File: src/bds_pkg.sv
`timescale 1ns / 1ps

package bds_pkg;

	localparam int MAX_WIDTH  = 2048;
	localparam int MAX_HEIGHT = 2048;
	localparam int LINE_DEPTH = (MAX_WIDTH + 1) / 2;
	localparam int LINE_AW    = $clog2(LINE_DEPTH);
	localparam int COL_W      = $clog2(MAX_WIDTH);
	localparam int ROW_W      = $clog2(MAX_HEIGHT);
	localparam int NUM_CH     = 4;
	localparam int PIX_W      = 8;
	localparam int SUM_W      = PIX_W + 1;
	localparam int DIM_W      = 12;
	localparam int NCH_W      = 3;
	localparam int REG_IDX_W  = 2;
	localparam int LINE_W     = SUM_W * NUM_CH;

	localparam logic [REG_IDX_W-1:0] REG_IMAGE_WIDTH   = 2'd0;
	localparam logic [REG_IDX_W-1:0] REG_IMAGE_HEIGHT  = 2'd1;
	localparam logic [REG_IDX_W-1:0] REG_CHANNEL_COUNT = 2'd2;

	typedef logic [PIX_W-1:0] pix_byte_t;
	typedef pix_byte_t [NUM_CH-1:0] pixel_t;
	typedef logic [SUM_W-1:0] sum_t;
	typedef sum_t [NUM_CH-1:0] sums_t;

	typedef struct packed {
		logic               wr_en;
		logic               rd_en;
		logic               emit;
		logic               odd_row;
		logic               last;
		logic [LINE_AW-1:0] addr;
	} scan_info_t;

	// last valid position (size - 1) after clamping the size to 1..hi
	function automatic logic [DIM_W-1:0] clamp_last(input logic [DIM_W-1:0] v,
			input logic [DIM_W:0] hi);
		logic [DIM_W:0] r;
		if (v == '0) begin
			r = '0;
		end else if ({1'b0, v} > hi) begin
			r = hi - 1'b1;
		end else begin
			r = {1'b0, v} - 1'b1;
		end
		return r[DIM_W-1:0];
	endfunction

endpackage

File: src/bds_scan.sv
`timescale 1ns / 1ps

module bds_scan (
	input  logic                        clk,
	input  logic                        arst_n,
	input  logic                        accept,
	input  bds_pkg::pixel_t             pix,
	input  logic [bds_pkg::COL_W-1:0]   col_last,
	input  logic [bds_pkg::ROW_W-1:0]   row_last,
	output bds_pkg::scan_info_t         info,
	output bds_pkg::sums_t              row_sums
);

	logic [bds_pkg::COL_W-1:0] col_q;
	logic [bds_pkg::ROW_W-1:0] row_q;
	bds_pkg::pixel_t           hold_q;
	logic                      col_end;
	logic                      row_end;
	logic                      col_closes;
	logic                      row_closes;

	assign col_end    = (col_q >= col_last);
	assign row_end    = (row_q >= row_last);
	assign col_closes = col_q[0] | col_end;
	assign row_closes = row_q[0] | row_end;

	// horizontal pair sum; an even closing column has no partner
	always_comb begin
		for (int k = 0; k < bds_pkg::NUM_CH; k++) begin
			row_sums[k] = (col_q[0] ? {1'b0, hold_q[k]} : '0) + {1'b0, pix[k]};
		end
	end

	always_comb begin
		info.wr_en   = col_closes & ~row_closes;
		info.rd_en   = col_closes & row_closes & row_q[0];
		info.emit    = col_closes & row_closes;
		info.odd_row = row_q[0];
		info.last    = col_end & row_end;
		info.addr    = bds_pkg::LINE_AW'(col_q >> 1);
	end

	always_ff @(posedge clk or negedge arst_n) begin
		if (!arst_n) begin
			col_q  <= '0;
			row_q  <= '0;
			hold_q <= '0;
		end else if (accept) begin
			if (!col_closes) begin
				hold_q <= pix;
			end
			if (col_end) begin
				col_q <= '0;
				row_q <= row_end ? '0 : row_q + 1'b1;
			end else begin
				col_q <= col_q + 1'b1;
			end
		end
	end

endmodule

File: config.mk
export PLATFORM = sky130hd
export DESIGN_NAME = bds_scan
export DESIGN_NICKNAME = d
export VERILOG_FILES = /design/src/bds_pkg.sv /design/src/bds_scan.sv
export SDC_FILE = /design/constraint.sdc
export NUM_CORES = 1
export LEC_CHECK = 0
export ABC_AREA = 1
export CAP_MARGIN = 0
export CORE_MARGIN = 5
export CORE_UTILIZATION = 55
export CTS_BUF_LIST = sky130_fd_sc_hd__clkbuf_8
export DETAILED_ROUTE_END_ITERATION = 8
export DONT_BUFFER_PORTS = 1
export PLACE_DENSITY = 0.81
export SYNTH_ARGS = -nofsm -noshare
export SYNTH_HDL_FRONTEND = slang
export SYNTH_SLANG_ARGS = --single-unit
File: constraint.sdc
create_clock -name clk -period 6.34 [get_ports clk]
set_input_delay 0.634 -clock clk [delete_from_list [all_inputs] [get_ports clk]]
set_output_delay 0.634 -clock clk [all_outputs]
set_load 0.05 [all_outputs]
* Yosys cells after proc, flatten, opt, wreduce, memory -nomap -nowiden
Cells that the tools add are included.
** Word-level totals
- Flip-flop bits (word level) :: 54
- Input port bits :: 57
- Logic and storage cells :: 30
** Operators by class
- $add $sub $neg :: 6
- $lt $le $gt $ge :: 2
- Muxes and demuxes :: 6
- Bitwise operators :: 8
- Reductions and logical operators :: 2
** Operators with widths (count)
- 8-bit by 8-bit adder with 9-bit output :: 4
- 8-bit 2-to-1 mux :: 4
- 11-bit by 1-bit adder with 11-bit output, second input constant :: 2
- 11-bit greater-or-equal comparator :: 2
- 11-bit 2-to-1 mux :: 2
- 1-bit bitwise AND :: 4
- 2-bit AND reduction :: 2
- 1-bit inverter :: 2
- 1-bit bitwise OR :: 2

* Logic depth before layout (Yosys ltp)
Gate-level depths: netlist (run 1).
- Depth after elaboration :: 4
- Depth in mapped cells :: 14

* Worst setup path before layout (run 1)
Ideal clock, no wire load.
- Path kind :: flip-flop to output port
- Start :: reg col_q[0] (netlist bit)
- End :: out row_sums[24] (netlist bit)
- Arrival time :: 2.378 ns
- Required time :: 5.706 ns
- Setup slack :: 3.328 ns
- Cell stages (with the launch flop) :: 13
- Path buffers :: 2
- Cells stage by stage :: dfrtp_1 -> buf_4 -> clkbuf_1 -> nand2_1 -> inv_1 -> ha_1 -> fa_1 -> nand3_1 -> nand2_1 -> nand2_1 -> nand2_1 -> a21oi_1 -> xnor2_1
** RTL lines
- from (decl) :: line bds_scan.sv:14 : logic [bds_pkg::COL_W-1:0] col_q;
- from (signal assigned) :: line bds_scan.sv:56 : col_q <= col_q + 1'b1;
- to (decl) :: line bds_scan.sv:11 : output bds_pkg::sums_t row_sums

==> results of run 1 <==
-- registers in the layout, summed over array words and instances (netlist names) --
name and flops:
hold_q 32, col_q 11, row_q 11
-- synth_stat cells --
cell type  instances
nand4_1           42
a21oi_2            1
buf_6              4
inv_2              3
nand3_2            1
ha_1              56
nor2_8             2
xnor2_1           12
nor2_1            37
o211ai_1           4
clkbuf_1           9
a21boi_0           1
nor2_2             1
o21ai_0            4
fa_1               4
buf_2              4
nor3_1             4
nand2_1          214
a31oi_1            1
clkinv_1           1
a21oi_1           33
nand2_2            4
buf_4             14
nor2b_1            1
nor3_2             1
nand4_2            1
inv_1             90
nand3_1           31
xor2_1            27
dfrtp_1           54
-- report_power, final --
group	switching, mW	internal, mW	total, mW
sequential	0.147	0.420	0.567
clock	0.108	0.0869	0.195
combinational	0.656	0.212	0.868
-- per-layer routing --
layer / track usage [%] / part of all wire, % / vias up
met2: 36.80 / 51 / 99
met5: 0 / 0 / -
li1: - / - / 2064
met1: 24.61 / 42 / 1956
met4: 3.685 / 0.62 / 0
met3: 4.804 / 5.6 / 6
-- final cells by class --
type	count	area [sq um]
clock inverters	2	8.758
clock buffers	6	82.58
repair buffers	4	37.54
multi-input cells	482	2850
fillers	823	3775
inverters	94	352.8
flip-flops and latches	54	1351
well taps	108	135.1
-- cells by family after synthesis --
group,Yosys count,synth area share (%)
adder cells (fa/ha/maj),60,16.41
XOR/XNOR,39,7.179
AND/OR/NAND/NOR,339,31.32
buffers and inverters,125,11.70
flip-flops,54,28.40
AO/OA/AOI/OAI,44,4.996
-- worst max-delay path: stages, from the launching register on --
cell      delay, ns
dfrtp_1        0.36
clkinv_1       0.79
ha_1           0.54
inv_1          0.06
nand3_1        0.08
nor2b_1        0.15
nor2_1         0.12
nor2_2         0.07
nand2_2        0.10
nor2_1         0.09
nor2_1         0.71
-- what timing repair did --
action | in CTS | in global routing
buffers inserted | 0 | 0
hold endpoints to repair | 0 | 4
gates resized for setup | 0 | 0
hold buffers | 0 | 3
-- per-stage QoR --
| stage | hold WS, ns | total power [mW] |
|---|---|---|
| after detailed placement | 0.3405 | 1.439 |
| after global routing | 0.0005966 | 1.748 |
| after global placement | 0.3405 | 1.409 |
| final | 0.02810 | 1.631 |
| after CTS | 0.01210 | 1.636 |
| after floorplan | 0.3384 | 1.358 |
-- worst paths after layout --
path,from,slack [ns],endpoint
worst max-delay path,col_q[0],2.35,info[12]
worst min-delay path,arst_n,0.03,col_q[7]
worst max register to register,col_q[0],3.14,hold_q[21]
worst min register to register,hold_q[5],0.48,hold_q[5]
max in group asynchronous,arst_n,5.52,hold_q[5]
min in group clk,accept,0.44,col_q[0]
==> results.json, run 1 <==
{
  "htreeDepth": 2,
  "grt-ovfl-total": 0,
  "cp.arrival_ns": 3.36,
  "antenna_found_initial": 0,
  "rows": 34,
  "grt_pass1_vias": 4001,
  "grtUsageTotal_pct": 20.28,
  "gp_congestion": 0.8711,
  "die_width_um": 103.0,
  "n_antenna_cell": 0,
  "fin_ws_ns": 2.346,
  "cts_root_buffer": "clkbuf_8",
  "fmax_mhz": 250.4,
  "final_common_cell": "nand2_1",
  "insertion_delay_ns": 0.29,
  "cp-start-kind": "register",
  "synth.distinct_cells": 30,
  "synth_area_sq_um": 4758,
  "final_util_pct": 56.07,
  "status": "completed",
  "vdd_drop_max_mv": 0.2189,
  "final_cells": 750,
  "final-setup-viol-count": 0,
  "routedWlPerCell_um": 14.13,
  "port-buffer-count": 0,
  "slew-limit-headroom_pct": 22.43,
  "die_h_um": 103.0,
  "synth-seq-area-share_pct": 28.40,
  "fin_crit_sh_pct": 63.00,
  "placed_cell_area_sq_um": 4697,
  "drv_cap": 0,
  "first_iter_violations": 183,
  "start_util_pct": 55.37,
  "hold_viol": 0,
  "numClockSinks": 54,
  "drc": 0,
  "yosys.area.top_type_share_pct": 28.40,
  "cp_data_required_time_ns": 5.71,
  "cts_tree": "built",
  "clkTransAtPathRegs_ns": 0.10,
  "mostFrequentLayoutCells": "nand2_1, inv_1, ha_1, dfrtp_1, nand4_1",
  "yosysWarnings": 0,
  "syn2layout_area_growth_pct": 1.262,
  "final_max_slew_viol_count": 0,
  "cts_buffers": 5,
  "clockBufferDepth": 2,
  "wl_um": 10600,
  "dieArea_sq_um": 10610,
  "criticalPathCategory": "register to primary output",
  "nNetsFinal": 758,
  "drtAntennaViolNets": 0,
  "rsz0062_at_grt": "false",
  "grt_max_degree": 55,
  "dr.pass1.iters": 4,
  "via_count": 4125,
  "power_density_nw_per_um2": 338.5,
  "cp_max_fo": 35,
  "worstMarginPinSlew_ns": 1.155,
  "synth_area_leader_cell": "dfrtp_1",
  "final_area_sq_um": 4818,
  "p_leak_nw": 2.878,
  "syn_avg_cell_area_sq_um": 7.199,
  "core-area_sq_um": 8593,
  "grt_pass1_wl_um": 17730,
  "finClkSkew_ns": 0.005541,
  "ioPinCount": 108,
  "final_layout_size_suffix_gt1_share_pct": 3.427,
  "synth_area_leaders": "dfrtp_1, nand2_1, ha_1",
  "hold_path.class": "primary input to async pin",
  "syn_inst": 661,
  "crit_path_end_kind": "primary output",
  "fin_crit_ns": 3.994,
  "hpwl_um": 8138,
  "rr_worst_depth": 8,
  "placedCellCount": 739,
  "setup_tns_ns": 0,
  "synth_nets": 778,
  "dp_slack_ns": 2.692,
  "vias_per_cell": 5.500,
  "ys_seq_elements": 54
}
Note: power is estimated with default switching activity, not from simulation.
==> run 2: changes to the inputs <==
ABC_AREA = 0   (was 1)
clock period = 3.93 ns   (was 6.34 ns; I/O delays follow)
==> results.json, run 2 <==
{
  "crit_path_end_kind": "primary output",
  "dieArea_sq_um": 9756,
  "synth.distinct_cells": 38,
  "start_util_pct": 56.38,
  "grt_pass1_wl_um": 15620,
  "cp-start-kind": "register",
  "grt_pass1_vias": 3370,
  "r2r-start": "col_q[0]",
  "slew-limit-headroom_pct": 21.54,
  "drtAntennaViolNets": 0,
  "die_h_um": 98.77,
  "clockBufferDepth": 2,
  "fin_ws_ns": 0.3941,
  "yosys.area.top_type_share_pct": 31.18,
  "rr_worst_depth": 9,
  "final_layout_size_suffix_gt1_share_pct": 16.78,
  "htreeDepth": 2,
  "cts_setup_buffers": 0,
  "cp_data_required_time_ns": 3.54,
  "p_leak_nw": 2.487,
  "routedWlPerCell_um": 16.19,
  "final-setup-viol-count": 0,
  "fmax_mhz": 282.8,
  "synth_area_leader_cell": "dfrtp_1",
  "numClockSinks": 54,
  "final_common_cell": "ha_1",
  "cts_tree": "built",
  "crit_path_end": "row_sums[34]",
  "syn_inst": 435,
  "yosysMostFrequentCell": "ha_1",
  "clkTransAtPathRegs_ns": 0.09,
  "cts_buffers": 5,
  "r2r_end": "hold_q[23]",
  "reg.largest.list": "hold_q (32), col_q (11), row_q (11)",
  "core-area_sq_um": 7687,
  "cp_max_fo": 22,
  "placed_cell_area_sq_um": 4589,
  "n_antenna_cell": 0,
  "criticalPathCategory": "register to primary output",
  "synthFlopType": "dfrtp_1",
  "largest_reg_flops": 32,
  "status": "completed",
  "grt-ovfl-total": 0,
  "gp_congestion": 0.9181,
  "finClkSkew_ns": 0.008103,
  "via_count": 3156,
  "final_area_sq_um": 4733,
  "worstMarginPinSlew_ns": 1.169,
  "insertion_delay_ns": 0.30,
  "ys_seq_elements": 54,
  "vdd_drop_max_mv": 0.4731,
  "crit_start": "col_q[0]",
  "reg2reg_slack_ns": 0.69,
  "antenna_found_initial": 0,
  "synth-async-reset-ratio_pct": 100.0,
  "synth.top_cells.by_count": "ha_1, dfrtp_1, and2_1, mux2_4, inv_1",
  "grt_max_degree": 55,
  "drc": 0,
  "fin_crit_sh_pct": 89.97,
  "hold_path.class": "primary input to register",
  "mostFrequentLayoutCells": "ha_1, dfrtp_1, buf_4, and2_1",
  "vias_per_cell": 5.626,
  "drv_cap": 0,
  "synth_edf_count": 0,
  "cp.arrival_ns": 3.14,
  "ioPinCount": 108,
  "synth_nets": 552,
  "synth_area_sq_um": 4334,
  "nNetsFinal": 575,
  "synth-seq-area-share_pct": 31.18,
  "dp_slack_ns": 0.6946,
  "top_register": "hold_q",
  "first_iter_violations": 140,
  "die_width_um": 98.77,
  "grtUsageTotal_pct": 19.02,
  "cts_root_buffer": "clkbuf_8",
  "setup_tns_ns": 0,
  "holdPathStages": 1,
  "wl_um": 9081,
  "rsz0062_at_grt": "false",
  "synth_area_leaders": "dfrtp_1, ha_1, mux2_4",
  "syn_avg_cell_area_sq_um": 9.964,
  "syn2layout_area_growth_pct": 9.209,
  "hold_viol": 0,
  "power_density_nw_per_um2": 607.6,
  "rows": 32,
  "fin_crit_ns": 3.536,
  "final_max_slew_viol_count": 0,
  "yosysWarnings": 0,
  "cts_resized": 0,
  "hpwl_um": 7149,
  "port-buffer-count": 0,
  "dr.pass1.iters": 4
}
==> run 2: how the worst min path moves through the flow <==
stage	from	endpoint	slack, ns
6_report	accept	col_q[0]	0.17
4_1_cts	accept	col_q[0]	0.16
2_1_floorplan	arst_n	col_q[0]	0.1
5_1_grt	accept	col_q[0]	0.16
3_3_place_gp	arst_n	hold_q[3]	0.1
3_5_place_dp	arst_n	hold_q[2]	0.1
==> run 2: area by class of cell <==
type                       count  area, sq um
inverter                      27        101.3
sequential                    54         1351
timing repair buffer          39        315.3
multi-input combinational    331         2731
clock buffer                   5        68.82
clock inverter                 3        37.54
fill                         645         2954
tap                          102        127.6
==> run 2: metrics by stage <==
step | hold slack, ns | total power, mW | instances | util, %
after floorplan | 0.09741 | 2.179 | 435 | -
after global placement | 0.09904 | 2.454 | 551 | 59.70
after detailed placement | 0.09896 | 2.509 | 551 | 59.70
after CTS | 0.1582 | 2.899 | 561 | 61.57
after global routing | 0.1560 | 3.045 | 561 | 61.57
final | 0.1709 | 2.876 | 561 | 61.57
==> run 2: worst max-delay path, stage by stage, from the launching register on <==
cell and delay (ns):
dfrtp_1 0.73, buf_4 0.29, and2_1 0.19, ha_1 0.24, a21o_1 0.15, a21oi_1 0.21
o21ai_0 0.17, o41ai_1 0.32, xnor2_1 0.53
==> run 2: routing by layer <==
layer	GRT usage, %	wire length (um)
met4	4.097	114
met5	0	0
met3	6.511	667
met2	32.70	4551
met1	23.09	3747
==> run 2: repair_timing <==
action	CTS	global route
hold buffers	2	0
endpoints found under the setup margin	0	0
endpoints found under the hold margin	54	0
==> run 2: report_power, final <==
group	internal, mW	total [mW]	switching [mW]
clock network	0.186	0.365	0.179
logic	0.613	1.75	1.14
registers	0.673	0.763	0.0897
total	1.47	2.88	1.40
==> run 2: cells by family (layout without fill, tap and decap cells) <==
logic type	count (synthesis)	count (layout)	synth area share [%]
mux	33	33	11.09
simple gates	122	122	14.69
flops	54	54	31.18
compound gates	86	86	13.14
fa+ha+maj	60	60	18.01
buf+inv	50	74	5.831
xor+xnor	30	30	6.062
==> run 3: changes to the inputs <==
clock period = 4.5 ns   (was 3.93 ns; I/O delays follow)
==> results.json, run 3 (same netlist as run 2, synthesis figures left out) <==
{
  "critPathMaxStageDelay_ns": 0.88,
  "gp_congestion": 0.8859,
  "cp-start-kind": "register",
  "final_common_cell": "ha_1",
  "cp_max_fo": 33,
  "final_max_slew_viol_count": 0,
  "cts_buffers": 5,
  "first_iter_violations": 105,
  "cts_tree": "built",
  "power.switching_mw": 1.203,
  "placed_cell_area_sq_um": 4469,
  "slew-limit-headroom_pct": 21.92,
  "r2r-start": "col_q[4]",
  "r2r_end": "hold_q[31]",
  "grt_pass1_wl_um": 14690,
  "antenna_found_initial": 0,
  "cts_root_buffer": "clkbuf_8",
  "reg2reg_slack_ns": 0.91,
  "cp_data_required_time_ns": 4.68,
  "switching_share_pct": 49.72,
  "fin_crit_sh_pct": 79.72,
  "wl_um": 8742,
  "mostFrequentLayoutCells": "ha_1, dfrtp_1, and2_1, mux2_4, inv_1",
  "vias_per_cell": 5.646,
  "clkTransAtPathRegs_ns": 0.10,
  "rows": 32,
  "pwr-share-comb_pct": 58.2,
  "final_layout_size_suffix_gt1_share_pct": 14.22,
  "final_cells": 545,
  "grt_max_degree": 55,
  "htreeDepth": 2,
  "wl_met3_um": 603,
  "dr.pass1.iters": 4,
  "intPower_mw": 1.216,
  "port-buffer-count": 0,
  "worstMarginPinSlew_ns": 1.163,
  "seqPwrFrac_pct": 29.0,
  "rr_worst_depth": 7,
  "power_density_nw_per_um2": 523.9,
  "syn2layout_area_growth_pct": 6.524,
  "dieArea_sq_um": 9756,
  "largest_reg_flops": 32,
  "n_antenna_cell": 0,
  "slowest_stage": "or3_2",
  "path_cells": "ha_1, and3_1, a221o_1, a221oi_4, o21ai_2, or3_2, mux2_1",
  "die_width_um": 98.77,
  "placedCellCount": 535,
  "top_register": "hold_q",
  "status": "completed",
  "ioPinCount": 108,
  "die_h_um": 98.77,
  "crit_start": "col_q[4]",
  "via_count": 3077,
  "hold_path.class": "primary input to register",
  "routedWlPerCell_um": 16.04,
  "reg.largest.list": "hold_q (32), col_q (11), row_q (11)",
  "final_util_pct": 60.06,
  "finClkSkew_ns": 0.006217,
  "grt_pass1_vias": 3194,
  "final-setup-viol-count": 0,
  "nNetsFinal": 559,
  "fmax_mhz": 278.7,
  "final_area_sq_um": 4617,
  "drc": 0,
  "grtUsageTotal_pct": 17.84,
  "rsz0062_at_grt": "false",
  "wl_met1_um": 3738,
  "vdd_drop_max_mv": 0.3903,
  "numClockSinks": 54,
  "power_frac_clock_pct": 12.8,
  "top_layer_used": "met4",
  "drv_cap": 0,
  "cp.arrival_ns": 3.77,
  "start_util_pct": 56.38,
  "crit_path_end": "hold_q[31]",
  "fin_crit_ns": 3.588,
  "insertion_delay_ns": 0.30,
  "dr_wl_met2_um": 4287,
  "cts_setup_buffers": 0,
  "hold_viol": 0,
  "criticalPathCategory": "register to register",
  "crit_path_end_kind": "register",
  "hpwl_um": 6906,
  "drtAntennaViolNets": 0,
  "clockBufferDepth": 2,
  "grt-ovfl-total": 0,
  "core-area_sq_um": 7687,
  "setup_tns_ns": 0,
  "p_leak_nw": 2.405
}
## run 3: stage by stage
step	hold slack, ns	power (mW)	setup WS [ns]
global placement	0.1561	2.068	1.005
detailed placement	0.1560	2.111	0.9242
CTS	0.002853	2.440	0.9044
global route	0.2145	2.558	0.7597
finish	0.2242	2.419	0.9125
floorplan	0.1544	1.903	1.275
## run 3: power groups by stage
stage | clock (mW) | sequential [mW] | combinational (mW)
4_1_cts | 0.320 | 0.702 | 1.42
5_1_grt | 0.339 | 0.717 | 1.50
6_report | 0.309 | 0.702 | 1.41
2_1_floorplan | 0 | 0.653 | 1.25
3_3_place_gp | 0 | 0.706 | 1.36
3_5_place_dp | 0 | 0.707 | 1.40
## run 3: what timing repair did
item / 4_1_cts / 5_1_grt
hold endpoints to repair: 54 / 13
resized for setup: 0 / 0
hold buffers: 1 / 1
## run 3: worst min-delay path by stage
stage,from,to,depth (start not counted)
5_1_grt,accept,col_q[0],1
3_5_place_dp,arst_n,hold_q[4],0
2_1_floorplan,arst_n,col_q[0],0
4_1_cts,arst_n,hold_q[14],1
3_3_place_gp,arst_n,hold_q[4],0
6_report,accept,col_q[0],1
## run 3: critical path: cells and delay by family, from the launching register on
family	cells	cell delay [ns]
and+or+nand+nor	2	1.03
AOI/OAI and AO/OA	3	0.86
adders and majority gates	1	0.34
DFF	1	0.73
muxes	1	0.48
## run 3: cell type report
cell class,count,area (sq um)
fill,663,3070
multi-input combinational,331,2731
sequential,54,1351
timing repair buffer,23,195.2
tap,102,127.6
clock buffer,8,110.1
inverter,27,101.3
## run 3: layer usage
layer,vias to the layer above,track usage (%)
met5,-,0
met4,0,4.727
met3,9,5.237
met2,75,31.25
met1,1467,21.32
li1,1526,-
