--- config.mk ---
export PLATFORM = sky130hd
export DESIGN_NAME = bds_cfg_flat
export DESIGN_NICKNAME = d
export VERILOG_FILES = /design/src/bds_pkg.sv /design/src/bds_cfg_if.sv /design/src/bds_cfg.sv /design/src/flat_wrapper.sv
export SDC_FILE = /design/constraint.sdc
export NUM_CORES = 1
export LEC_CHECK = 0
export BUFFER_PORTS_ARGS = -buffer_cell sky130_fd_sc_hd__buf_2
export CAP_MARGIN = 20
export CORE_MARGIN = 10
export CORE_UTILIZATION = 50
export DETAILED_ROUTE_END_ITERATION = 8
export HOLD_SLACK_MARGIN = 0.02
export PLACE_DENSITY_LB_ADDON = 0.15
export SYNTH_ARGS = -nofsm -noshare
export SYNTH_HDL_FRONTEND = slang
export SYNTH_SLANG_ARGS = --single-unit
--- constraint.sdc ---
create_clock -name clk -period 0.95 [get_ports clk]
set_input_delay 0.1425 -clock clk [delete_from_list [all_inputs] [get_ports clk]]
set_output_delay 0.1425 -clock clk [all_outputs]
set_load 0.05 [all_outputs]
--- src/bds_pkg.sv ---
`timescale 1ns / 1ps

package bds_pkg;

	localparam int MAX_WIDTH  = 2048;
	localparam int MAX_HEIGHT = 2048;
	localparam int LINE_DEPTH = (MAX_WIDTH + 1) / 2;
	localparam int LINE_AW    = $clog2(LINE_DEPTH);
	localparam int COL_W      = $clog2(MAX_WIDTH);
	localparam int ROW_W      = $clog2(MAX_HEIGHT);
	localparam int NUM_CH     = 4;
	localparam int PIX_W      = 8;
	localparam int SUM_W      = PIX_W + 1;
	localparam int DIM_W      = 12;
	localparam int NCH_W      = 3;
	localparam int REG_IDX_W  = 2;
	localparam int LINE_W     = SUM_W * NUM_CH;

	localparam logic [REG_IDX_W-1:0] REG_IMAGE_WIDTH   = 2'd0;
	localparam logic [REG_IDX_W-1:0] REG_IMAGE_HEIGHT  = 2'd1;
	localparam logic [REG_IDX_W-1:0] REG_CHANNEL_COUNT = 2'd2;

	typedef logic [PIX_W-1:0] pix_byte_t;
	typedef pix_byte_t [NUM_CH-1:0] pixel_t;
	typedef logic [SUM_W-1:0] sum_t;
	typedef sum_t [NUM_CH-1:0] sums_t;

	typedef struct packed {
		logic               wr_en;
		logic               rd_en;
		logic               emit;
		logic               odd_row;
		logic               last;
		logic [LINE_AW-1:0] addr;
	} scan_info_t;

	// last valid position (size - 1) after clamping the size to 1..hi
	function automatic logic [DIM_W-1:0] clamp_last(input logic [DIM_W-1:0] v,
			input logic [DIM_W:0] hi);
		logic [DIM_W:0] r;
		if (v == '0) begin
			r = '0;
		end else if ({1'b0, v} > hi) begin
			r = hi - 1'b1;
		end else begin
			r = {1'b0, v} - 1'b1;
		end
		return r[DIM_W-1:0];
	endfunction

endpackage

--- src/bds_cfg_if.sv ---
`timescale 1ns / 1ps

interface bds_cfg_if;
	logic                                valid;
	logic                                ready;
	logic [bds_pkg::REG_IDX_W-1:0]       index;
	logic [bds_pkg::DIM_W-1:0]           data;

	modport source (output valid, output index, output data, input ready);
	modport sink (input valid, input index, input data, output ready);
endinterface

--- src/bds_cfg.sv ---
`timescale 1ns / 1ps

module bds_cfg (
	input  logic                        clk,
	input  logic                        arst_n,
	bds_cfg_if.sink                     cfg,
	output logic [bds_pkg::COL_W-1:0]   col_last,
	output logic [bds_pkg::ROW_W-1:0]   row_last,
	output logic [bds_pkg::NCH_W-1:0]   nch
);

	logic [bds_pkg::DIM_W-1:0] col_last_q;
	logic [bds_pkg::DIM_W-1:0] row_last_q;
	logic [bds_pkg::NCH_W-1:0] nch_q;
	logic [bds_pkg::NCH_W-1:0] nch_wr;

	assign cfg.ready = 1'b1;

	always_comb begin
		nch_wr = cfg.data[bds_pkg::NCH_W-1:0];
		if (nch_wr == '0) begin
			nch_wr = bds_pkg::NCH_W'(1);
		end else if (nch_wr > bds_pkg::NCH_W'(bds_pkg::NUM_CH)) begin
			nch_wr = bds_pkg::NCH_W'(bds_pkg::NUM_CH);
		end
	end

	// store clamped last positions so the scan compares directly
	always_ff @(posedge clk or negedge arst_n) begin
		if (!arst_n) begin
			col_last_q <= bds_pkg::DIM_W'(bds_pkg::MAX_WIDTH - 1);
			row_last_q <= bds_pkg::DIM_W'(bds_pkg::MAX_HEIGHT - 1);
			nch_q      <= bds_pkg::NCH_W'(bds_pkg::NUM_CH);
		end else if (cfg.valid) begin
			case (cfg.index)
				bds_pkg::REG_IMAGE_WIDTH: begin
					col_last_q <= bds_pkg::clamp_last(cfg.data,
						(bds_pkg::DIM_W + 1)'(bds_pkg::MAX_WIDTH));
				end
				bds_pkg::REG_IMAGE_HEIGHT: begin
					row_last_q <= bds_pkg::clamp_last(cfg.data,
						(bds_pkg::DIM_W + 1)'(bds_pkg::MAX_HEIGHT));
				end
				bds_pkg::REG_CHANNEL_COUNT: begin
					nch_q <= nch_wr;
				end
				default: begin
				end
			endcase
		end
	end

	assign col_last = col_last_q[bds_pkg::COL_W-1:0];
	assign row_last = row_last_q[bds_pkg::ROW_W-1:0];
	assign nch      = nch_q;

endmodule

--- src/flat_wrapper.sv ---
// flat-port wrapper written by rule: the top's interface ports become plain ports
module bds_cfg_flat 
  (clk, arst_n, col_last, row_last, nch, cfg_valid, cfg_index, cfg_data, cfg_ready);
  bds_cfg_if cfg_i ();
  input  logic clk;
  input  logic arst_n;
  output logic [bds_pkg::COL_W-1:0] col_last;
  output logic [bds_pkg::ROW_W-1:0] row_last;
  output logic [bds_pkg::NCH_W-1:0] nch;
  input wire logic [$bits(cfg_i.valid)-1:0] cfg_valid;
  input wire logic [$bits(cfg_i.index)-1:0] cfg_index;
  input wire logic [$bits(cfg_i.data)-1:0] cfg_data;
  output wire logic [$bits(cfg_i.ready)-1:0] cfg_ready;
  assign cfg_i.valid = cfg_valid;
  assign cfg_i.index = cfg_index;
  assign cfg_i.data = cfg_data;
  assign cfg_ready = cfg_i.ready;
  bds_cfg u_core (.clk(clk), .arst_n(arst_n), .cfg(cfg_i), .col_last(col_last), .row_last(row_last), .nch(nch));
endmodule
# --- Word-level counts from Yosys, hierarchy flattened ---
# Cells that the tools add are included.
totals:
  register_bits: 25
  latch_bits: 0
  ram_bits: 0
  mem_bits_ro: 0
  out_inout_bits: 26
  wordCells: 18
  mem_count: 0
op_classes:
  add_sub_neg: 1
  n_mul: 0
  div_mod_pow: 0
  order_cmp: 2
  eq_ne: 2
  shift: 0
  mux: 4
  bitwise_logic: 0
  reduce_logical: 6
op_table:
  columns: ["op", "count"]
  rows:
  - ["11-bit 2-to-1 mux", 2]
  - ["12-bit greater-than comparator, second input constant", 1]
  - ["12-bit logical NOT", 1]
  - ["11-bit by 1-bit subtractor with 11-bit output, second input constant", 1]
  - ["3-bit 2-to-1 mux", 2]
  - ["2-bit AND reduction", 3]
  - ["3-bit greater-than comparator, second input constant", 1]
  - ["3-bit logical NOT", 1]
  - ["2-bit by 1-bit equality test with 1-bit output, second input constant", 1]
  - ["2-bit equality test, second input constant", 1]
  - ["2-bit logical NOT", 1]

# --- Depth between registers and ports, before layout ---
# Gate-level depths: netlist of run 1.
logic_depth:
  word_depth: 3
  ltp_mapped: 7
  ltp_nobuf: 6

# --- Worst setup path before layout of run 1 ---
# Ideal clock, no wire load.
synth_timing:
  kind: "input -> register"
  from: "input cfg_data[1]"
  to: "register u_core.col_last_q[8] in the netlist's numbering"
  setup_time_ns: 0.100
  arrival_ns: 1.460
  slack_ns: -0.609
  path_stages: 6
  n_path_buf: 0
  cell_sequence: "inv_1 ha_1 or3b_1 or4_1 mux2i_1 a31oi_1"
synth_via:
  elab_chain_len: 3
synth_lines:
  columns: ["item", "line", "text"]
  rows:
  - ["start, declared", "flat_wrapper.sv:12", "input wire logic [$bits(cfg_i.data)-1:0] cfg_data;"]
  - ["11-bit by 1-bit subtractor with 11-bit output or 12-bit greater-than comparator (tied branches)", "bds_pkg.sv:46, bds_pkg.sv:43", null]
  - ["11-bit 2-to-1 mux", "bds_pkg.sv:43", "end else if ({1'b0, v} > hi) begin"]
  - ["11-bit 2-to-1 mux (*)", "bds_pkg.sv:41", "if (v == '0) begin"]
  - ["end signal, assigned", "bds_cfg.sv:31", "col_last_q <= bds_pkg::DIM_W'(bds_pkg::MAX_WIDTH - 1);"]
  - ["end signal, assigned", "bds_cfg.sv:37", "col_last_q <= bds_pkg::clamp_last(cfg.data,"]
  - ["end, declared", "bds_cfg.sv:12", "logic [bds_pkg::DIM_W-1:0] col_last_q;"]
# Every way passes the cells marked *; elsewhere a longest branch is shown, timed or not.
# A chain may end at the register's enable or synchronous reset.

# --- Worst setup path after layout of run 1 ---
layout_timing:
  from: "input cfg_data[0]"
  to: "register u_core.col_last_q[8] in the netlist's numbering"
# Same word-level chain as after synthesis.

==> metrics.yaml, run 1 <==
synth_compound_area_share_pct: 20.05
antenna_cells: 0
crit_type: "input pin to flop"
r2r_cells: 3
wl_per_cell_um: 21.40
grt_usage_pct: 17.80
swShare_pct: 42.09
final_cells: 259
cts.path.max_buffers: 2
p_seq_share_pct: 38.4
violations: "setup timing"
die_h_um: 72.63
die_x_um: 72.63
antenna_found_initial: 0
worstMarginPinSlew_ns: 0.5313
power.switching_w: 0.001700
setup-violations-final: 47
power_density_nw_per_um2: 1647
dp_hpwl_um: 3135
power_frac_clock_pct: 13.7
fmax_mhz: 767.5
clockRootBuffer: "clkbuf_4"
nets: 248
synthMuxAreaShare_pct: 0.7227
crit_family: "simple AND/OR/NAND/NOR gates"
timing.hold.ws_ns: 0.09761
cts_num_sinks: 25
syn_to_final_growth_pct: 77.06
crit_path_max_incr_delay_ns: 0.44
synth-main-ff-cell: "dfstp_2"
ios: 43
power.leakage_nw: 1.077
yosys_warnings: 0
ant_nets: 0
clock_insertion_delay_worst_skew_ns: 0.37
cp.required_ns: 1.23
grt_pass1_wl_um: 7555
crit_cells: 7
syn_area_um2: 1385
final_util_pct: 90.49
avgViaCountPerCell: 6.042
skew_ns: 0
ir_drop_v: 0.001470
worstPathMaxFanout: 4
ys_types: 44
ys_ff_latch: 25
htree_levels: 1
dieArea_um2: 5275
synth_xor_area_share_pct: 0.6323
core_area_um2: 2710
synth-simple-area-share_pct: 20.69
clkSlewWorstSetupHoldPaths_ns: 0.17
synth_nets: 162
synth.avg_cell_area_um2: 9.686
placedCellCount: 245
vias: 1565
power_w: 0.004038
period_share_pct: 137.2
hold_viol: 0
synth-adder-area-share_pct: 3.975
cts-buffers-inserted: 3
drc: 0
outcome: "finished, violations left"
cpMaxStageDelayCell: "or4_4"
r2r_slack_ns: 0.02
fin_area_um2: 2452
initial_utilization_pct: 51.11
cts_tree: "yes"
yosysSeqAreaShare_pct: 47.24
hp-class: "input pin to flop"
grt_start_max_net_pins: 26
cp-start-kind: "input pin"
final_cell_mix: "buf_4, buf_8, nand2_1, dfstp_2, buf_2"
fp-row-count: 19
combinationalPowerShare_pct: 47.9
grt.overflow.total: 0
drt_iter0_drc: 152
path_cells: "buf_12 -> inv_12 -> ha_4 -> or3b_4 -> or4_4 -> mux2i_2 -> a31oi_1"
cp_num_buf_inv: 2
worst_setup_path_end_kind: "flop"
finalMaxSlewViolations: 0
setup_ws_ns: -0.3530
dpl_cell_area_um2: 1943
finalWirelength_um: 5543
rsz0062_at_grt: "yes"
arrival_ns: 1.59
p_int_w: 0.002339
firstDrtPassIters: 7
period_minus_slack_ns: 1.303
relSlewSlack_pct: 64.58
synth_top_family_by_area: "simple AND/OR/NAND/NOR gates"
synth_edf_count: 0
async_flop_share_pct: 100.0
maxCapViolCount: 0
portBuffers: 41
final_common_cell: "buf_4"
place_congestion: 0.8270
holdPathStages: 4
first_global_vias: 1617
synthCells: 143
layout-drive-gt1-share_pct: 67.11
cell type report:
| class | count | area [µm²] |
|---|---|---|
| Inverter | 5 | 38.79 |
| Sequential cell | 25 | 654.4 |
| Clock buffer | 3 | 22.52 |
| Tap cell | 31 | 38.79 |
| Multi-Input combinational cell | 104 | 832.0 |
| Clock inverter | 1 | 7.507 |
| Fill cell | 105 | 257.7 |
| Timing Repair Buffer | 90 | 858.3 |
flip-flops by register name (all words and copies together) (netlist names):
| signal | count |
|---|---|
| u_core.col_last_q | 11 |
| u_core.nch | 3 |
| u_core.row_last_q | 11 |
per-layer routing:
metal | GRT usage, % | vias up | part of all wire [%]
li1 | - | 694 | -
met4 | 9.072 | 0 | 3.6
met1 | 18.10 | 773 | 37
met2 | 32.56 | 81 | 54
met5 | 0 | - | 0
met3 | 4.490 | 17 | 5.9
stage by stage:
step	worst slack [ns]	setup TNS (ns)
after floorplan	-0.5190	-8.598
after global placement	-0.7336	-14.59
after detailed placement	-0.7629	-15.55
after CTS	-0.3417	-10.93
after global routing	-0.3900	-13.19
final	-0.3530	-11.93
synthesized netlist by cell type (all sizes together), types with 3 or more instances:
cell | number | area (µm²)
or4 | 3 | 22.52
maj3 | 3 | 30.03
nor2 | 8 | 30.03
a21oi | 9 | 45.04
inv | 4 | 15.01
nor3 | 4 | 25.02
nand2 | 23 | 86.33
dfstp | 23 | 604.3
o31ai | 8 | 60.06
buf | 7 | 62.56
o21ai | 13 | 65.06
repair_timing:
item / in CTS / in global routing
resized for setup: 95 / 17
buffers inserted: 1 / 9
pin swaps: 10 / 14
hold buffers: 1 / 0
endpoints found under the setup margin: 47 / 48
hold endpoints to repair: 2 / 0
cloned: 0 / 0
cell families after synthesis:
logic type / Yosys count
muxes: 1
buffers and inverters: 14
other: 1
AOI/OAI and AO/OA: 43
adders and majority gates: 5
DFF: 25
and+or+nand+nor: 53
xor gates and xnor gates: 1
power groups by stage:
stage	combinational, W	clock (W)	sequential [W]
2_1_floorplan	0.000319	0	0.00213
3_3_place_gp	0.00137	0	0.00145
3_5_place_dp	0.00140	0	0.00146
4_1_cts	0.00179	0.000534	0.00153
5_1_grt	0.00203	0.000582	0.00157
6_report	0.00193	0.000555	0.00155
worst paths after layout:
| path | end | start |
|---|---|---|
| worst max register to register | u_core.row_last_q[3] | u_core.row_last_q[3] |
| max in group asynchronous | u_core.col_last_q[8] | arst_n |
| min in group asynchronous | u_core.nch[1] | arst_n |
| worst min-delay path | u_core.nch[1] | cfg_data[1] |
| worst min register to register | u_core.row_last_q[10] | u_core.row_last_q[10] |
| worst max-delay path | u_core.col_last_q[8] | cfg_data[0] |
worst register-to-register path, cell delays in order (launching register included):
cell,delay [ns]
dfstp_2,0.60
buf_4,0.12
nand2_1,0.06
o31ai_1,0.08
Power figures use the tool's default switching activity.
==> run 2, diff against run 1 <==
--- a/config.mk
+++ b/config.mk
@@ -5,7 +5,8 @@
 export SDC_FILE = /design/constraint.sdc
 export NUM_CORES = 1
 export LEC_CHECK = 0
-export BUFFER_PORTS_ARGS = -buffer_cell sky130_fd_sc_hd__buf_2
+export ABC_AREA = 1
+export BUFFER_PORTS_ARGS = -buffer_cell sky130_fd_sc_hd__buf_4
 export CAP_MARGIN = 20
 export CORE_MARGIN = 10
 export CORE_UTILIZATION = 50
==> run 2 against run 1 <==
The flow still finishes with violations (setup timing). Routed wire length down 12%. Die area shrank 2.0%. Final area down 8.0%. Clock skew is the same. Non-clock buffer count fell by 14. Setup slack better by 0.082 ns. Count of clock-buffer cells in the layout up 1. Critical endpoint is now col_last[1]. Largest cell class unchanged. Highest routed layer unchanged.
==> metrics.yaml, run 2 <==
portBuffers: 41  # unchanged
antenna_cells: 0  # unchanged
synth-main-ff-cell: "dfstp_2"  # unchanged
fillers: 109  # was 105
yosys_warnings: 0  # unchanged
hold_viol: 0  # unchanged
ys_ff_latch: 25  # unchanged
path_cells: "buf_8"  # was buf_12 -> inv_12 -> ha_4 -> or3b_4 -> or4_4 -> mux2i_2 -> a31oi_1
synth_compound_area_share_pct: 3.903  # was 20.05%
synth_xor_area_share_pct: 0  # was 0.6323%
synth_edf_count: 0  # unchanged
worstPathMaxFanout: 2  # was 4
first_global_vias: 1511  # was 1,617
syn_to_final_growth_pct: 67.56  # was 77.06%
setup-violations-final: 26  # was 47
core_area_um2: 2522  # was 2710 µm²
final_cell_mix: "nand2_1, buf_4, nand3_1"  # was buf_4, buf_8, nand2_1, dfstp_2, buf_2
ys_types: 23  # was 44
ant_nets: 0  # unchanged
crit_path_max_incr_delay_ns: 0.60  # was 0.44 ns
dpl_cell_area_um2: 1889  # was 1943 µm²
grt_usage_pct: 17.03  # was 17.80%
clock_insertion_delay_worst_skew_ns: 0.33  # was 0.37 ns
synth_most_common_cell: "nand2_1"
period_minus_slack_ns: 1.221  # was 1.303 ns
cp.required_ns: 0.81  # was 1.23 ns
synth_nets: 193  # was 162
cp_num_buf_inv: 1  # was 2
dieArea_um2: 5168  # was 5275 µm²
ys_top_cells_by_count: "nand2_1, nand3_1, dfstp_2, inv_1, nor2_1"  # was dfstp_2, nand2_1, o21ai_0, a21oi_1
rsz0062_at_grt: "yes"  # unchanged
period_share_pct: 128.5  # was 137.2%
cpMaxStageDelayCell: "dfstp_2"  # was or4_4
firstDrtPassIters: 6  # was 7
skew_ns: 0  # unchanged
grt_pass1_wl_um: 7279  # was 7555 µm
die_h_um: 71.89  # was 72.63 µm
clockRootBuffer: "clkbuf_4"  # unchanged
final_common_cell: "nand2_1"  # was buf_4
pre_cts_ws_ns: -0.3547  # was -0.7629 ns
dp_hpwl_um: 3120  # was 3135 µm
die_x_um: 71.89  # was 72.63 µm
antenna_found_initial: 0  # unchanged
place_congestion: 0.8603  # was 0.8270
fp-row-count: 18  # was 19
worst_setup_path_end_kind: "primary output"  # was flop
finalMaxSlewViolations: 0  # unchanged
grt_start_max_net_pins: 26  # unchanged
wl_per_cell_um: 17.28  # was 21.40 µm
power.leakage_nw: 1.100  # was 1.077 nW
cp-start-kind: "flop"  # was input pin
drc: 0  # unchanged
violations: "setup timing"  # unchanged
crit_family: "flip-flops"  # was simple AND/OR/NAND/NOR gates
finalWirelength_um: 4856  # was 5543 µm
arrival_ns: 1.08  # was 1.59 ns
timing.hold.ws_ns: 0.1304  # was 0.09761 ns
yosysTopAreaCell: "dfstp_2"  # unchanged
hp-class: "input pin to flop"  # unchanged
synth.avg_cell_area_um2: 7.737  # was 9.686 µm²
fin_area_um2: 2256  # was 2452 µm²
drt_iter0_drc: 191  # was 152
cts-buffers-inserted: 3  # unchanged
async_flop_share_pct: 100.0  # unchanged
grt.overflow.total: 0  # unchanged
synthCells: 174  # was 143
yosys-top-cells-area: "dfstp_2, nand2_1, nand3_1"  # was dfstp_2, nand2_1, o31ai_1
initial_utilization_pct: 53.37  # was 51.11%
synthMuxAreaShare_pct: 0  # was 0.7227%
avgViaCountPerCell: 5.495  # was 6.042
cts_tree: "yes"  # unchanged
vias: 1544  # was 1,565
cts_num_sinks: 25  # unchanged
power_density_nw_per_um2: 1766  # was 1647 nW/µm²
fmax_mhz: 818.9  # was 767.5 MHz
multi_input_area_um2: 704.4  # was 832.0 µm²
yosysSeqAreaShare_pct: 48.61  # was 47.24%
clkSlewWorstSetupHoldPaths_ns: 0.14  # was 0.17 ns
ir_drop_v: 0.001656  # was 0.001470 V
cts.path.max_buffers: 2  # unchanged
synth-simple-area-share_pct: 38.85  # was 20.69%
synth-adder-area-share_pct: 1.859  # was 3.975%
fin_tns_setup_ns: -5.819  # was -11.93 ns
htree_levels: 1  # unchanged
outcome: "finished, violations left"  # unchanged
maxCapViolCount: 0  # unchanged
synth_top_area_share_pct: 44.89  # was 43.63%
crit_type: "flop to primary output"  # was input pin to flop
synth_top_family_by_area: "simple AND/OR/NAND/NOR gates"  # unchanged
seq_area_um2: 654.4  # unchanged
ios: 43  # unchanged
layout-drive-gt1-share_pct: 49.80  # was 67.11%
nets: 271  # was 248
setup_ws_ns: -0.2711  # was -0.3530 ns
syn_area_um2: 1346  # was 1385 µm²
run 2: cell types whose count changed after synthesis, sizes merged, moves of 6 or more:
cell / previous run / this run
o31ai: 8 / 0
nor2: 8 / 15
nand2: 23 / 62
nand3: 1 / 33
inv: 4 / 14
a21oi: 9 / 3
o21ai: 13 / 5
run 2: power breakdown:
part / switching [W] / internal [W] / total [W]
sequential: 0.000177 / 0.00138 / 0.00155
clock: 0.000336 / 0.000165 / 0.000501
combinational: 0.00112 / 0.000811 / 0.00193
total: 0.00163 / 0.00235 / 0.00398
run 2: cell type report:
cell class | instances | area share [%]
clock buffers | 4 | 1.165
flip-flops and latches | 25 | 29.01
multi-input cells | 130 | 31.23
repair buffers | 76 | 33.39
inverters | 16 | 3.550
well taps | 30 | 1.664
run 2: cell families after synthesis:
| group | Yosys count |
|---|---|
| buffers and inverters | 20 |
| other | 1 |
| adder cells (fa/ha/maj) | 2 |
| flip-flops | 25 |
| AND/OR/NAND/NOR | 116 |
| AO/OA/AOI/OAI | 10 |
run 2: what timing repair did:
item / CTS / global route
hold endpoints to repair: 25 / 0
resized for setup: 48 / 11
pin swaps: 0 / 1
setup endpoints to repair: 25 / 41
gates cloned: 0 / 1
hold buffers: 1 / 0
setup buffers: 6 / 6
run 2: path summary, 6_finish.rpt:
| kind | from | end | slack (ns) | depth (start not counted) |
|---|---|---|---|---|
| max reg2reg | u_core.nch[0] | u_core.nch[0] | 0.03 | 4 |
| min in group asynchronous | arst_n | u_core.nch[1] | 0.26 | 2 |
| max | u_core.col_last_q[1] | col_last[1] | -0.27 | 1 |
| max in group asynchronous | arst_n | u_core.col_last_q[7] | 0.40 | 2 |
| min reg2reg | u_core.col_last_q[8] | u_core.col_last_q[8] | 0.49 | 2 |
| min | cfg_data[1] | u_core.nch[1] | 0.13 | 3 |
run 2: worst register-to-register path: stages, from the launching register on:
cell,delay [ns]
dfrtp_1,0.42
buf_4,0.14
buf_4,0.12
nor2_1,0.09
a21oi_1,0.05
run 2: layer usage:
| metal | vias up | global-route usage, % | part of all wire [%] |
|---|---|---|---|
| li1 | 710 | - | - |
| met1 | 702 | 20.19 | 37 |
| met2 | 103 | 30.98 | 51 |
| met3 | 29 | 3.401 | 8.2 |
| met4 | 0 | 3.226 | 3.5 |
| met5 | - | 0 | 0 |
run 2: per-stage QoR:
step	cells	util, %	power (W)
2_1_floorplan	174	-	0.002459
3_5_place_dp	263	74.90	0.002999
6_report	281	89.43	0.003985
4_1_cts	274	85.27	0.003851
5_1_grt	281	89.43	0.004138
3_3_place_gp	263	74.90	0.002959
